File: src/design/aalr_pkg.sv
// Shared types and constants of the area-average line resampler.
package aalr_pkg;

  localparam int LEN_REG_W  = 13;
  localparam int INV_W      = 25;
  localparam int INDEX_W    = 12;
  localparam int APB_ADDR_W = 4;
  localparam int APB_DATA_W = 32;
  localparam int FRAC_W     = 24;
  localparam int ROUND_HALF = 2 ** (FRAC_W - 1);

  localparam logic [LEN_REG_W-1:0] LEN_RESET = LEN_REG_W'(1);
  localparam logic [INV_W-1:0]     INV_RESET = INV_W'(2 ** FRAC_W);

  typedef enum logic [1:0] {
    REG_IN_LENGTH     = 2'd0,
    REG_OUT_LENGTH    = 2'd1,
    REG_INV_IN_LENGTH = 2'd2
  } reg_idx_e;

  typedef struct packed {
    logic [LEN_REG_W-1:0] in_length;
    logic [LEN_REG_W-1:0] out_length;
    logic [INV_W-1:0]     inv_in_length;
  } cfg_t;

  typedef enum logic [1:0] {
    ST_IDLE,
    ST_LOOP,
    ST_SCALE,
    ST_EMIT
  } seq_state_e;

endpackage

File: src/design/aalr_in_if.sv
// Input stream channel: one sample word per handshake.
interface aalr_in_if #(
  parameter int SAMPLE_BITS = 16
);
  logic                   valid;
  logic                   ready;
  logic [SAMPLE_BITS-1:0] sample;
  logic                   line_start;

  modport source (output valid, output sample, output line_start, input ready);
  modport sink   (input valid, input sample, input line_start, output ready);
endinterface

File: src/design/aalr_out_if.sv
// Output stream channel: one resampled word per handshake.
interface aalr_out_if #(
  parameter int SAMPLE_BITS = 16
);
  logic                         valid;
  logic                         ready;
  logic [SAMPLE_BITS-1:0]       value;
  logic [aalr_pkg::INDEX_W-1:0] out_index;
  logic                         last_of_run;
  logic                         last_of_line;

  modport source (output valid, output value, output out_index, output last_of_run,
                  output last_of_line, input ready);
  modport sink   (input valid, input value, input out_index, input last_of_run,
                  input last_of_line, output ready);
endinterface

File: src/design/area_average_line_resampler.sv
// Top level of the area-average line resampler: sequencer, datapath and output register.
//
//   channel  dir  handshake        word
//   in_i     in   valid/ready      sample, line_start
//   out_o    out  valid/ready      value, out_index, last_of_run, last_of_line
//   apb      in   psel/penable     in_length, out_length, inv_in_length (0x0, 0x4, 0x8)
//
// An item that closes no bin is accepted, then its tail is accumulated.
// Each emitted bin runs a weight MAC, NCHUNK reciprocal chunks of SAMPLE_BITS bits
// and the emit step; a bin inside one sample runs its check and the emit step.
// Bins past MAX_UPSAMPLE in one sample are consumed without a result. All of it
// runs on one shared multiplier. A full output register stalls the emit step only.
// Reset is asynchronous; no clearing pass is needed.
module area_average_line_resampler #(
  parameter int MAX_LENGTH   = 4096,
  parameter int SAMPLE_BITS  = 16,
  parameter int MAX_UPSAMPLE = 64
) (
  input  logic                            clk_i,
  input  logic                            rst_ni,
  aalr_in_if.sink                         in_i,
  aalr_out_if.source                      out_o,
  input  logic                            psel,
  input  logic                            penable,
  input  logic                            pwrite,
  input  logic [aalr_pkg::APB_ADDR_W-1:0] paddr,
  input  logic [aalr_pkg::APB_DATA_W-1:0] pwdata,
  output logic [aalr_pkg::APB_DATA_W-1:0] prdata,
  output logic                            pready
);

  localparam int LB     = $clog2(MAX_LENGTH);
  localparam int LEN_W  = $clog2(MAX_LENGTH + 1);
  localparam int CNT_W  = LEN_W;
  localparam int POS_W  = 2 * LB + 2;
  localparam int ACC_W  = SAMPLE_BITS + LB;
  localparam int NCHUNK = (ACC_W + SAMPLE_BITS - 1) / SAMPLE_BITS;
  localparam int PAD_W  = NCHUNK * SAMPLE_BITS;
  localparam int P_W    = PAD_W + aalr_pkg::INV_W;
  localparam int RND_W  = P_W + 1;
  localparam int RES_W  = RND_W - aalr_pkg::FRAC_W;
  localparam int N_W    = $clog2(MAX_UPSAMPLE + 1);
  localparam int K_W    = (NCHUNK > 1) ? $clog2(NCHUNK) : 1;

  aalr_pkg::cfg_t cfg;

  aalr_cfg u_cfg (
    .clk_i   (clk_i),
    .rst_ni  (rst_ni),
    .psel    (psel),
    .penable (penable),
    .pwrite  (pwrite),
    .paddr   (paddr),
    .pwdata  (pwdata),
    .prdata  (prdata),
    .pready  (pready),
    .cfg_o   (cfg)
  );

  // effective lengths: zero acts as one, oversize acts as MAX_LENGTH
  logic [LEN_W-1:0] il, ol;

  always_comb begin
    if (cfg.in_length == '0) begin
      il = LEN_W'(1);
    end else if (32'(cfg.in_length) > 32'(MAX_LENGTH)) begin
      il = LEN_W'(MAX_LENGTH);
    end else begin
      il = LEN_W'(cfg.in_length);
    end
    if (cfg.out_length == '0) begin
      ol = LEN_W'(1);
    end else if (32'(cfg.out_length) > 32'(MAX_LENGTH)) begin
      ol = LEN_W'(MAX_LENGTH);
    end else begin
      ol = LEN_W'(cfg.out_length);
    end
  end

  aalr_pkg::seq_state_e state_q, state_d;

  logic                   started_q, started_d;
  logic [SAMPLE_BITS-1:0] sample_q, sample_d;
  logic [POS_W-1:0]       pos_q, pos_d;
  logic [POS_W-1:0]       bin_end_q, bin_end_d;
  logic [POS_W-1:0]       cur_q, cur_d;
  logic [POS_W-1:0]       seg_end_q, seg_end_d;
  logic [POS_W-1:0]       thr_q, thr_d;
  logic [ACC_W-1:0]       acc_q, acc_d;
  logic [CNT_W-1:0]       cnt_q, cnt_d;
  logic [N_W-1:0]         n_q, n_d;
  logic [P_W-1:0]         prod_q, prod_d;
  logic [K_W-1:0]         k_q, k_d;
  logic                   direct_q, direct_d;

  logic                         ov_q, ov_d;
  logic [SAMPLE_BITS-1:0]       oval_q, oval_d;
  logic [aalr_pkg::INDEX_W-1:0] oidx_q, oidx_d;
  logic                         orun_q, orun_d;
  logic                         oline_q, oline_d;

  // shared MAC operands
  logic [SAMPLE_BITS-1:0]         mac_a;
  logic [aalr_pkg::INV_W-1:0]     mac_b;
  logic [P_W-1:0]                 mac_base;
  logic                           mac_shift;
  logic [P_W-1:0]                 mac_sum;

  logic                   in_fire, restart, out_free, loop_cond, more;
  logic [POS_W-1:0]       pos_eff, pos_a, w_diff, be_next, cur_max;
  logic [CNT_W-1:0]       cnt_eff, cnt_inc;
  logic [PAD_W-1:0]       acc_pad;
  logic [RND_W-1:0]       rnd_sum;
  logic [RES_W-1:0]       rnd_res;
  logic [SAMPLE_BITS-1:0] scaled;

  assign in_i.ready = (state_q == aalr_pkg::ST_IDLE);
  assign in_fire    = in_i.valid && in_i.ready;
  assign restart    = in_i.line_start || !started_q;
  assign pos_eff    = restart ? '0 : pos_q;
  assign cnt_eff    = restart ? '0 : cnt_q;

  assign out_free   = !ov_q || out_o.ready;
  assign loop_cond  = (cnt_q < ol) && (bin_end_q <= seg_end_q);

  // overlap of the current segment with the bin (or with the tail of the sample)
  assign pos_a   = loop_cond ? bin_end_q : seg_end_q;
  assign w_diff  = (pos_a > cur_q) ? pos_a - cur_q : '0;
  assign cur_max = (bin_end_q > cur_q) ? bin_end_q : cur_q;
  assign be_next = bin_end_q + POS_W'(il);
  assign cnt_inc = cnt_q + 1'b1;
  assign more    = (cnt_inc < ol) && (be_next <= seg_end_q)
                   && ((32'(n_q) + 1) < MAX_UPSAMPLE);

  // reciprocal scaling, MSB chunk first
  assign acc_pad = PAD_W'(acc_q);
  assign rnd_sum = {1'b0, prod_q} + RND_W'(aalr_pkg::ROUND_HALF);
  assign rnd_res = rnd_sum[RND_W-1:aalr_pkg::FRAC_W];
  assign scaled  = (|rnd_res[RES_W-1:SAMPLE_BITS]) ? '1 : rnd_res[SAMPLE_BITS-1:0];

  always_comb begin
    if (state_q == aalr_pkg::ST_SCALE) begin
      mac_a     = acc_pad[k_q*SAMPLE_BITS +: SAMPLE_BITS];
      mac_b     = cfg.inv_in_length;
      mac_base  = prod_q;
      mac_shift = 1'b1;
    end else begin
      mac_a     = sample_q;
      mac_b     = aalr_pkg::INV_W'(w_diff[LEN_W-1:0]);
      mac_base  = P_W'(acc_q);
      mac_shift = 1'b0;
    end
  end

  aalr_mac #(
    .A_W (SAMPLE_BITS),
    .B_W (aalr_pkg::INV_W),
    .P_W (P_W)
  ) u_mac (
    .a_i     (mac_a),
    .b_i     (mac_b),
    .base_i  (mac_base),
    .shift_i (mac_shift),
    .sum_o   (mac_sum)
  );

  always_comb begin
    state_d   = state_q;
    started_d = started_q;
    sample_d  = sample_q;
    pos_d     = pos_q;
    bin_end_d = bin_end_q;
    cur_d     = cur_q;
    seg_end_d = seg_end_q;
    thr_d     = thr_q;
    acc_d     = acc_q;
    cnt_d     = cnt_q;
    n_d       = n_q;
    prod_d    = prod_q;
    k_d       = k_q;
    direct_d  = direct_q;
    ov_d      = ov_q && !out_o.ready;
    oval_d    = oval_q;
    oidx_d    = oidx_q;
    orun_d    = orun_q;
    oline_d   = oline_q;

    case (state_q)
      aalr_pkg::ST_IDLE: begin
        if (in_fire) begin
          started_d = 1'b1;
          sample_d  = in_i.sample;
          pos_d     = pos_eff;
          bin_end_d = restart ? POS_W'(il) : bin_end_q;
          acc_d     = restart ? '0 : acc_q;
          cnt_d     = cnt_eff;
          cur_d     = pos_eff;
          seg_end_d = pos_eff + POS_W'(ol);
          thr_d     = pos_eff + POS_W'(il);
          n_d       = '0;
          // line already complete: the sample is dropped
          state_d   = (cnt_eff >= ol) ? aalr_pkg::ST_IDLE : aalr_pkg::ST_LOOP;
        end
      end

      aalr_pkg::ST_LOOP: begin
        if (!loop_cond) begin
          if (cnt_q < ol) begin
            acc_d = mac_sum[ACC_W-1:0];
          end
          pos_d   = seg_end_q;
          state_d = aalr_pkg::ST_IDLE;
        end else if (32'(n_q) == MAX_UPSAMPLE) begin
          // run full: bin is consumed without a result
          acc_d     = '0;
          cur_d     = cur_max;
          cnt_d     = cnt_inc;
          bin_end_d = be_next;
        end else if (bin_end_q >= thr_q) begin
          direct_d = 1'b1;
          state_d  = aalr_pkg::ST_EMIT;
        end else begin
          direct_d = 1'b0;
          acc_d    = mac_sum[ACC_W-1:0];
          prod_d   = '0;
          k_d      = K_W'(NCHUNK - 1);
          state_d  = aalr_pkg::ST_SCALE;
        end
      end

      aalr_pkg::ST_SCALE: begin
        prod_d = mac_sum;
        if (k_q == '0) begin
          state_d = aalr_pkg::ST_EMIT;
        end else begin
          k_d = k_q - 1'b1;
        end
      end

      aalr_pkg::ST_EMIT: begin
        if (out_free) begin
          ov_d      = 1'b1;
          oval_d    = direct_q ? sample_q : scaled;
          oidx_d    = aalr_pkg::INDEX_W'(cnt_q);
          orun_d    = !more;
          oline_d   = (cnt_inc == ol);
          acc_d     = '0;
          cur_d     = cur_max;
          cnt_d     = cnt_inc;
          bin_end_d = be_next;
          n_d       = n_q + 1'b1;
          state_d   = aalr_pkg::ST_LOOP;
        end
      end

      default: state_d = aalr_pkg::ST_IDLE;
    endcase
  end

  always_ff @(posedge clk_i or negedge rst_ni) begin
    if (!rst_ni) begin
      state_q   <= aalr_pkg::ST_IDLE;
      started_q <= 1'b0;
      pos_q     <= '0;
      bin_end_q <= '0;
      acc_q     <= '0;
      cnt_q     <= '0;
      n_q       <= '0;
      k_q       <= '0;
      direct_q  <= 1'b0;
      ov_q      <= 1'b0;
    end else begin
      state_q   <= state_d;
      started_q <= started_d;
      pos_q     <= pos_d;
      bin_end_q <= bin_end_d;
      acc_q     <= acc_d;
      cnt_q     <= cnt_d;
      n_q       <= n_d;
      k_q       <= k_d;
      direct_q  <= direct_d;
      ov_q      <= ov_d;
    end
  end

  always_ff @(posedge clk_i) begin
    sample_q  <= sample_d;
    cur_q     <= cur_d;
    seg_end_q <= seg_end_d;
    thr_q     <= thr_d;
    prod_q    <= prod_d;
    oval_q    <= oval_d;
    oidx_q    <= oidx_d;
    orun_q    <= orun_d;
    oline_q   <= oline_d;
  end

  assign out_o.valid        = ov_q;
  assign out_o.value        = oval_q;
  assign out_o.out_index    = oidx_q;
  assign out_o.last_of_run  = orun_q;
  assign out_o.last_of_line = oline_q;

`ifndef NO_ASSERTIONS
  // emit waits while the output register is still occupied
  a_emit_waits: assert property (@(posedge clk_i) disable iff (!rst_ni)
    (state_q == aalr_pkg::ST_EMIT && ov_q && !out_o.ready) |=> state_q == aalr_pkg::ST_EMIT)
    else $error("emit step left with output register full");

  // a closed bin always leaves an empty accumulator
  a_acc_cleared: assert property (@(posedge clk_i) disable iff (!rst_ni)
    (state_q == aalr_pkg::ST_EMIT && out_free) |=> acc_q == '0)
    else $error("accumulator not cleared after emit");

  a_run_bound: assert property (@(posedge clk_i) disable iff (!rst_ni)
    32'(n_q) <= MAX_UPSAMPLE)
    else $error("more results in one run than allowed");

  a_count_bound: assert property (@(posedge clk_i) disable iff (!rst_ni)
    32'(cnt_q) <= MAX_LENGTH)
    else $error("output count beyond line length");
`endif

endmodule

File: src/design/aalr_cfg.sv
// APB register file holding the line lengths and the reciprocal.
module aalr_cfg (
  input  logic                             clk_i,
  input  logic                             rst_ni,
  input  logic                             psel,
  input  logic                             penable,
  input  logic                             pwrite,
  input  logic [aalr_pkg::APB_ADDR_W-1:0]  paddr,
  input  logic [aalr_pkg::APB_DATA_W-1:0]  pwdata,
  output logic [aalr_pkg::APB_DATA_W-1:0]  prdata,
  output logic                             pready,
  output aalr_pkg::cfg_t                   cfg_o
);

  aalr_pkg::cfg_t cfg_q, cfg_d;
  logic           wr_en;

  assign pready = 1'b1;
  assign wr_en  = psel && penable && pwrite;
  assign cfg_o  = cfg_q;

  always_comb begin
    cfg_d = cfg_q;
    if (wr_en) begin
      case (paddr[3:2])
        aalr_pkg::REG_IN_LENGTH:
          cfg_d.in_length = pwdata[aalr_pkg::LEN_REG_W-1:0];
        aalr_pkg::REG_OUT_LENGTH:
          cfg_d.out_length = pwdata[aalr_pkg::LEN_REG_W-1:0];
        aalr_pkg::REG_INV_IN_LENGTH:
          cfg_d.inv_in_length = pwdata[aalr_pkg::INV_W-1:0];
        default: ;
      endcase
    end
  end

  always_comb begin
    case (paddr[3:2])
      aalr_pkg::REG_IN_LENGTH:     prdata = aalr_pkg::APB_DATA_W'(cfg_q.in_length);
      aalr_pkg::REG_OUT_LENGTH:    prdata = aalr_pkg::APB_DATA_W'(cfg_q.out_length);
      aalr_pkg::REG_INV_IN_LENGTH: prdata = aalr_pkg::APB_DATA_W'(cfg_q.inv_in_length);
      default:                     prdata = '0;
    endcase
  end

  always_ff @(posedge clk_i or negedge rst_ni) begin
    if (!rst_ni) begin
      cfg_q.in_length     <= aalr_pkg::LEN_RESET;
      cfg_q.out_length    <= aalr_pkg::LEN_RESET;
      cfg_q.inv_in_length <= aalr_pkg::INV_RESET;
    end else begin
      cfg_q <= cfg_d;
    end
  end

endmodule

File: src/design/aalr_mac.sv
// Shared multiply-accumulate unit: sum = (base, optionally shifted up by A_W) + a * b.
module aalr_mac #(
  parameter int A_W = 16,
  parameter int B_W = 25,
  parameter int P_W = 57
) (
  input  logic [A_W-1:0] a_i,
  input  logic [B_W-1:0] b_i,
  input  logic [P_W-1:0] base_i,
  input  logic           shift_i,
  output logic [P_W-1:0] sum_o
);

  logic [A_W+B_W-1:0] prod;
  logic [P_W-1:0]     base_sel;

  assign prod     = a_i * b_i;
  assign base_sel = shift_i ? (base_i << A_W) : base_i;
  assign sum_o    = base_sel + P_W'(prod);

endmodule
File: src/flat_wrapper.sv
// flat-port wrapper written by rule: the top's interface ports become plain ports
module area_average_line_resampler_flat 
#(
  parameter int MAX_LENGTH   = 4096,
  parameter int SAMPLE_BITS  = 16,
  parameter int MAX_UPSAMPLE = 64
)
  (clk_i, rst_ni, psel, penable, pwrite, paddr, pwdata, prdata, pready, in_i_valid, in_i_sample, in_i_line_start, in_i_ready, out_o_valid, out_o_value, out_o_out_index, out_o_last_of_run, out_o_last_of_line, out_o_ready);
  aalr_in_if #(.SAMPLE_BITS(SAMPLE_BITS)) in_i_i ();
  aalr_out_if #(.SAMPLE_BITS(SAMPLE_BITS)) out_o_i ();
  input  logic clk_i;
  input  logic rst_ni;
  input  logic psel;
  input  logic penable;
  input  logic pwrite;
  input  logic [aalr_pkg::APB_ADDR_W-1:0] paddr;
  input  logic [aalr_pkg::APB_DATA_W-1:0] pwdata;
  output logic [aalr_pkg::APB_DATA_W-1:0] prdata;
  output logic pready;
  input wire logic [$bits(in_i_i.valid)-1:0] in_i_valid;
  input wire logic [$bits(in_i_i.sample)-1:0] in_i_sample;
  input wire logic [$bits(in_i_i.line_start)-1:0] in_i_line_start;
  output wire logic [$bits(in_i_i.ready)-1:0] in_i_ready;
  output wire logic [$bits(out_o_i.valid)-1:0] out_o_valid;
  output wire logic [$bits(out_o_i.value)-1:0] out_o_value;
  output wire logic [$bits(out_o_i.out_index)-1:0] out_o_out_index;
  output wire logic [$bits(out_o_i.last_of_run)-1:0] out_o_last_of_run;
  output wire logic [$bits(out_o_i.last_of_line)-1:0] out_o_last_of_line;
  input wire logic [$bits(out_o_i.ready)-1:0] out_o_ready;
  assign in_i_i.valid = in_i_valid;
  assign in_i_i.sample = in_i_sample;
  assign in_i_i.line_start = in_i_line_start;
  assign in_i_ready = in_i_i.ready;
  assign out_o_valid = out_o_i.valid;
  assign out_o_value = out_o_i.value;
  assign out_o_out_index = out_o_i.out_index;
  assign out_o_last_of_run = out_o_i.last_of_run;
  assign out_o_last_of_line = out_o_i.last_of_line;
  assign out_o_i.ready = out_o_ready;
  area_average_line_resampler #(.MAX_LENGTH(MAX_LENGTH), .SAMPLE_BITS(SAMPLE_BITS), .MAX_UPSAMPLE(MAX_UPSAMPLE)) u_core (.clk_i(clk_i), .rst_ni(rst_ni), .in_i(in_i_i), .out_o(out_o_i), .psel(psel), .penable(penable), .pwrite(pwrite), .paddr(paddr), .pwdata(pwdata), .prdata(prdata), .pready(pready));
endmodule
File: config.mk
export PLATFORM = sky130hd
export DESIGN_NAME = area_average_line_resampler_flat
export DESIGN_NICKNAME = d
export VERILOG_FILES = /design/src/design/aalr_pkg.sv /design/src/design/aalr_in_if.sv /design/src/design/aalr_out_if.sv /design/src/design/area_average_line_resampler.sv /design/src/design/aalr_cfg.sv /design/src/design/aalr_mac.sv /design/src/flat_wrapper.sv
export SDC_FILE = /design/constraint.sdc
export NUM_CORES = 2
export LEC_CHECK = 0
export BUFFER_PORTS_ARGS = -buffer_cell sky130_fd_sc_hd__buf_2
export CORE_MARGIN = 2
export CORE_UTILIZATION = 65
export CTS_CLUSTER_SIZE = 14
export DETAILED_ROUTE_END_ITERATION = 16
export PLACE_DENSITY = 0.92
export SLEW_MARGIN = 10
export SYNTH_ARGS = -nofsm -noshare
export SYNTH_HDL_FRONTEND = slang
export SYNTH_SLANG_ARGS = --single-unit
File: constraint.sdc
create_clock -name clk_i -period 29.7 [get_ports clk_i]
set_input_delay 2.97 -clock clk_i [delete_from_list [all_inputs] [get_ports clk_i]]
set_output_delay 2.97 -clock clk_i [all_outputs]
set_load 0.05 [all_outputs]
==> results.md <==
- Register area: 9369 um^2
- # DRC: 0
- Vias: roughly 31000
- Delay-heaviest family, CP: compound AO/OA/AOI/OAI gates
- Post-DRT Antenna Nets: 0
- Required @ worst endpoint: 30.01 ns
- Slew headroom: between 10 and 15%
- Clock Latency Late Sink: 0.57 ns
- WHS: 0.4805 ns
- Outcome: finished, final reports clean
- CP max FO: 52
- Number of flops mapped to enable cells by yosys: between 150 and 200
- Largest net degree at the start of global routing: about 110
- Vias in the first global route: 31650
- Yosys Warn Count: 0
- Die Ht: between 200 and 250 um
- Starting density of the core: between 60% and 70%
- Skew final: approximately 0.018 ns
- Gate power share: ~62%
- Setup TNS: 0 ns
- Setup ws final: 16.58 ns
- Ports: 125
- GR Util All Layers: ~37%
- # hold bufs at CTS: 0
- Seq/Total Area, Yosys: approximately a quarter
- Max Slew Vio Count: 0
- Avg WL per Cell: ~22 um
- Slowest CP cell: a32o_1
- Total power per unit cell area: 91.46 nW/um^2
- Initial antenna violation count: 5
- Clock power share: 14.1%
- Area Growth Syn to Fin: 6.551%
- Register bit total from synthesis: ~340
- Core ar.: 55420 um^2
- Most used cell, CP: fa_1
- Share of layout cells above drive strength 1: 8.159%
- Hold Path Class: register to register
- Async SR Flop Fraction: about 46%
- Layout Nets: 4784
- Peak Freq: between 70 and 80 MHz
- Drt total wl: around 110000 um
- CP bufs+invs: 6
- Hpwl dp: between 70000 and 80000 um
- Kind of critical path: register to register
- Switching power: about 1.9 mW
- Commonest cells after routing, fill and taps aside: inv_1, nand2_1, fa_1, ha_1, nor2_1
- Sequential power share: a little under a quarter
- First-pass GRT wire length: about 170000 um
- DR iter-0 viols: 3564
- Worst setup SP type: register
- Fin. Hold Viols: 0
- TritonCTS sink count: approximately 340
- I/O Buffers: 107
- GR Overflow Total: 0
- # Max-Cap Violations: 0
- Critical Path AT: between 10 and 15 ns
- CTS tree: built
- Pint: between 1.5 and 2 mW
- Max clock buf depth: 3
- Cells after synthesis: 4013
- Die W: roughly 240 um
- RSZ-0062 raised after global routing: false
- Commonest non-fill, non-tap cell in the layout: inv_1
- Cells after DPL: approximately 4700
- Pre-CTS WS: 17.05 ns
- Post-CTS Setup Bufs: 0
- Fillcell total: 3714
- CTS Root Cell: clkbuf_16
- Post-CTS sizing: 0
- Avg Cell Area, Syn: 9.118 um^2
- Sw Share: 51.95%
- Multi-input logic area: about 24000 um^2
- Crit end category: register
- GP Congestion: 0.9949
- Worst Tran Pin Value: between 1 and 1.5 ns
- Peak supply drop: between 0.00009 and 0.0001 V
- Total chip power: 3.566 mW
- H-tree levels: 2
- CP max stage delay: roughly 0.76 ns
- Setup violators final: 0
- Non-Filler Instances: a little under 5000
- Final min period: 13.12 ns
- Synth Cell Area: about 37000 um^2
- Die ar.: around 58000 um^2
- Row Count: between 80 and 90
- Reg clk slew, reported paths: about 0.070 ns
- Inserted Clock Buffers: 38
- Final worst-path cycle share: between 40% and 50%
- Leakage: around 19 nW
- Top FF cell, synth: edfxtp_1
- Post-synthesis cell type count: between 80 and 90
- Vias/cell: 6.399
- DRT Pass-1 Iters: 7
## per-stage QoR
step	area (um^2)	util [%]
after floorplan	36610	-
after global placement	37700	68.04
after detailed placement	37700	68.04
after CTS	38980	70.35
after global routing	38980	70.35
final	38990	70.36
## worst reg2reg max path: cells and delay by family, from the launching register on
family | cells | cell delay (ns)
AOI/OAI and AO/OA | 19 | 5.46
adders and majority gates | 10 | 4.62
buffers and inverters | 6 | 1.14
DFF | 1 | 0.43
muxes | 1 | 0.18
and+or+nand+nor | 5 | 1.04
## registers in the layout, indices dropped and copies added (netlist names), 7 cells and up, named ones only
register,flops
u_core.acc_q,28
u_core.out_o.out_index,12
u_core.seg_end_q,26
u_core.u_cfg.cfg_o,51
u_core.bin_end_q,26
u_core.thr_q,26
u_core.cnt_q,13
u_core.prod_q,57
u_core.n_q,7
u_core.pos_q,26
u_core.sample_q,16
u_core.cur_q,26
u_core.out_o.value,16
## final timing paths
kind / startpoint / to / slack (ns) / cells after the start
worst min-delay path: u_core.started_q / u_core.started_q / 0.48 / 1
worst max-delay path: u_core.seg_end_q[3] / u_core.prod_q[53] / 16.58 / 41
worst max register to register: u_core.seg_end_q[3] / u_core.prod_q[53] / 16.58 / 41
max in group asynchronous: rst_ni / u_core.state_q[0] / 25.57 / 2
min in group asynchronous: rst_ni / u_core.cnt_q[11] / 2.56 / 1
worst min register to register: u_core.started_q / u_core.started_q / 0.48 / 1
## kinds of logic after synthesis
| logic type | Yosys count | share of synthesized area, % |
|---|---|---|
| simple gates | 1229 | 15.58 |
| fa+ha+maj | 696 | 31.29 |
| flops | 338 | 25.60 |
| compound gates | 714 | 12.81 |
| mux | 105 | 3.050 |
| buf+inv | 794 | 8.425 |
| xor+xnor | 135 | 3.231 |
| other cells | 2 | 0.02052 |
## final cells by class
type | instances | area share (%)
diodes | 2 | 0.01284
clock buffers | 44 | 2.603
clock inverters | 25 | 0.6803
inverters | 614 | 5.911
multi-input cells | 2887 | 62.16
flip-flops and latches | 338 | 24.03
well taps | 748 | 2.400
repair buffers | 149 | 2.198
## routing by layer
metal  up-vias  track usage (%)  wire (um)
li1      13310                -          -
met1     14770            47.48      37790
met2      2188            58.44      47720
met3       485            11.11      14140
met4         6            19.47       6100
met5         -                0         34
## cell usage after synthesis, drive strengths merged (14+ instances only)
cell / count / share of area, %
nand2b: 26 / 0.44
buf: 61 / 0.90
mux2i: 53 / 1.4
nor2b: 46 / 0.79
nand4: 41 / 0.70
xnor2: 79 / 1.9
o31ai: 20 / 0.41
and3: 31 / 0.54
o21a: 32 / 0.66
o21ai: 218 / 3.2
a22oi: 14 / 0.48
a211oi: 14 / 0.29
nand2: 526 / 5.4
a2bb2oi: 17 / 0.41
nor2: 252 / 2.6
nor4: 15 / 0.30
a21oi: 174 / 2.4
a21o: 74 / 1.5
clkbuf: 119 / 1.2
fa: 365 / 20
and2: 123 / 2.1
edfxtp: 181 / 15
xor2: 56 / 1.3
nor3: 39 / 0.59
inv: 612 / 6.3
or3: 20 / 0.34
a31oi: 21 / 0.38
nand3: 75 / 1.1
mux2: 52 / 1.6
a22o: 31 / 0.74
ha: 331 / 11
dfrtp: 154 / 11
## power by group through the flow
stage                     Clock (mW)  Sequential [mW]  Combinational (mW)
after floorplan                    0            0.813                1.52
after global placement             0            0.826                2.05
after detailed placement           0            0.830                2.12
after CTS                      0.499            0.827                2.16
after global routing           0.516            0.848                2.43
final                          0.502            0.841                2.22
(Power assumes the default switching activity.)
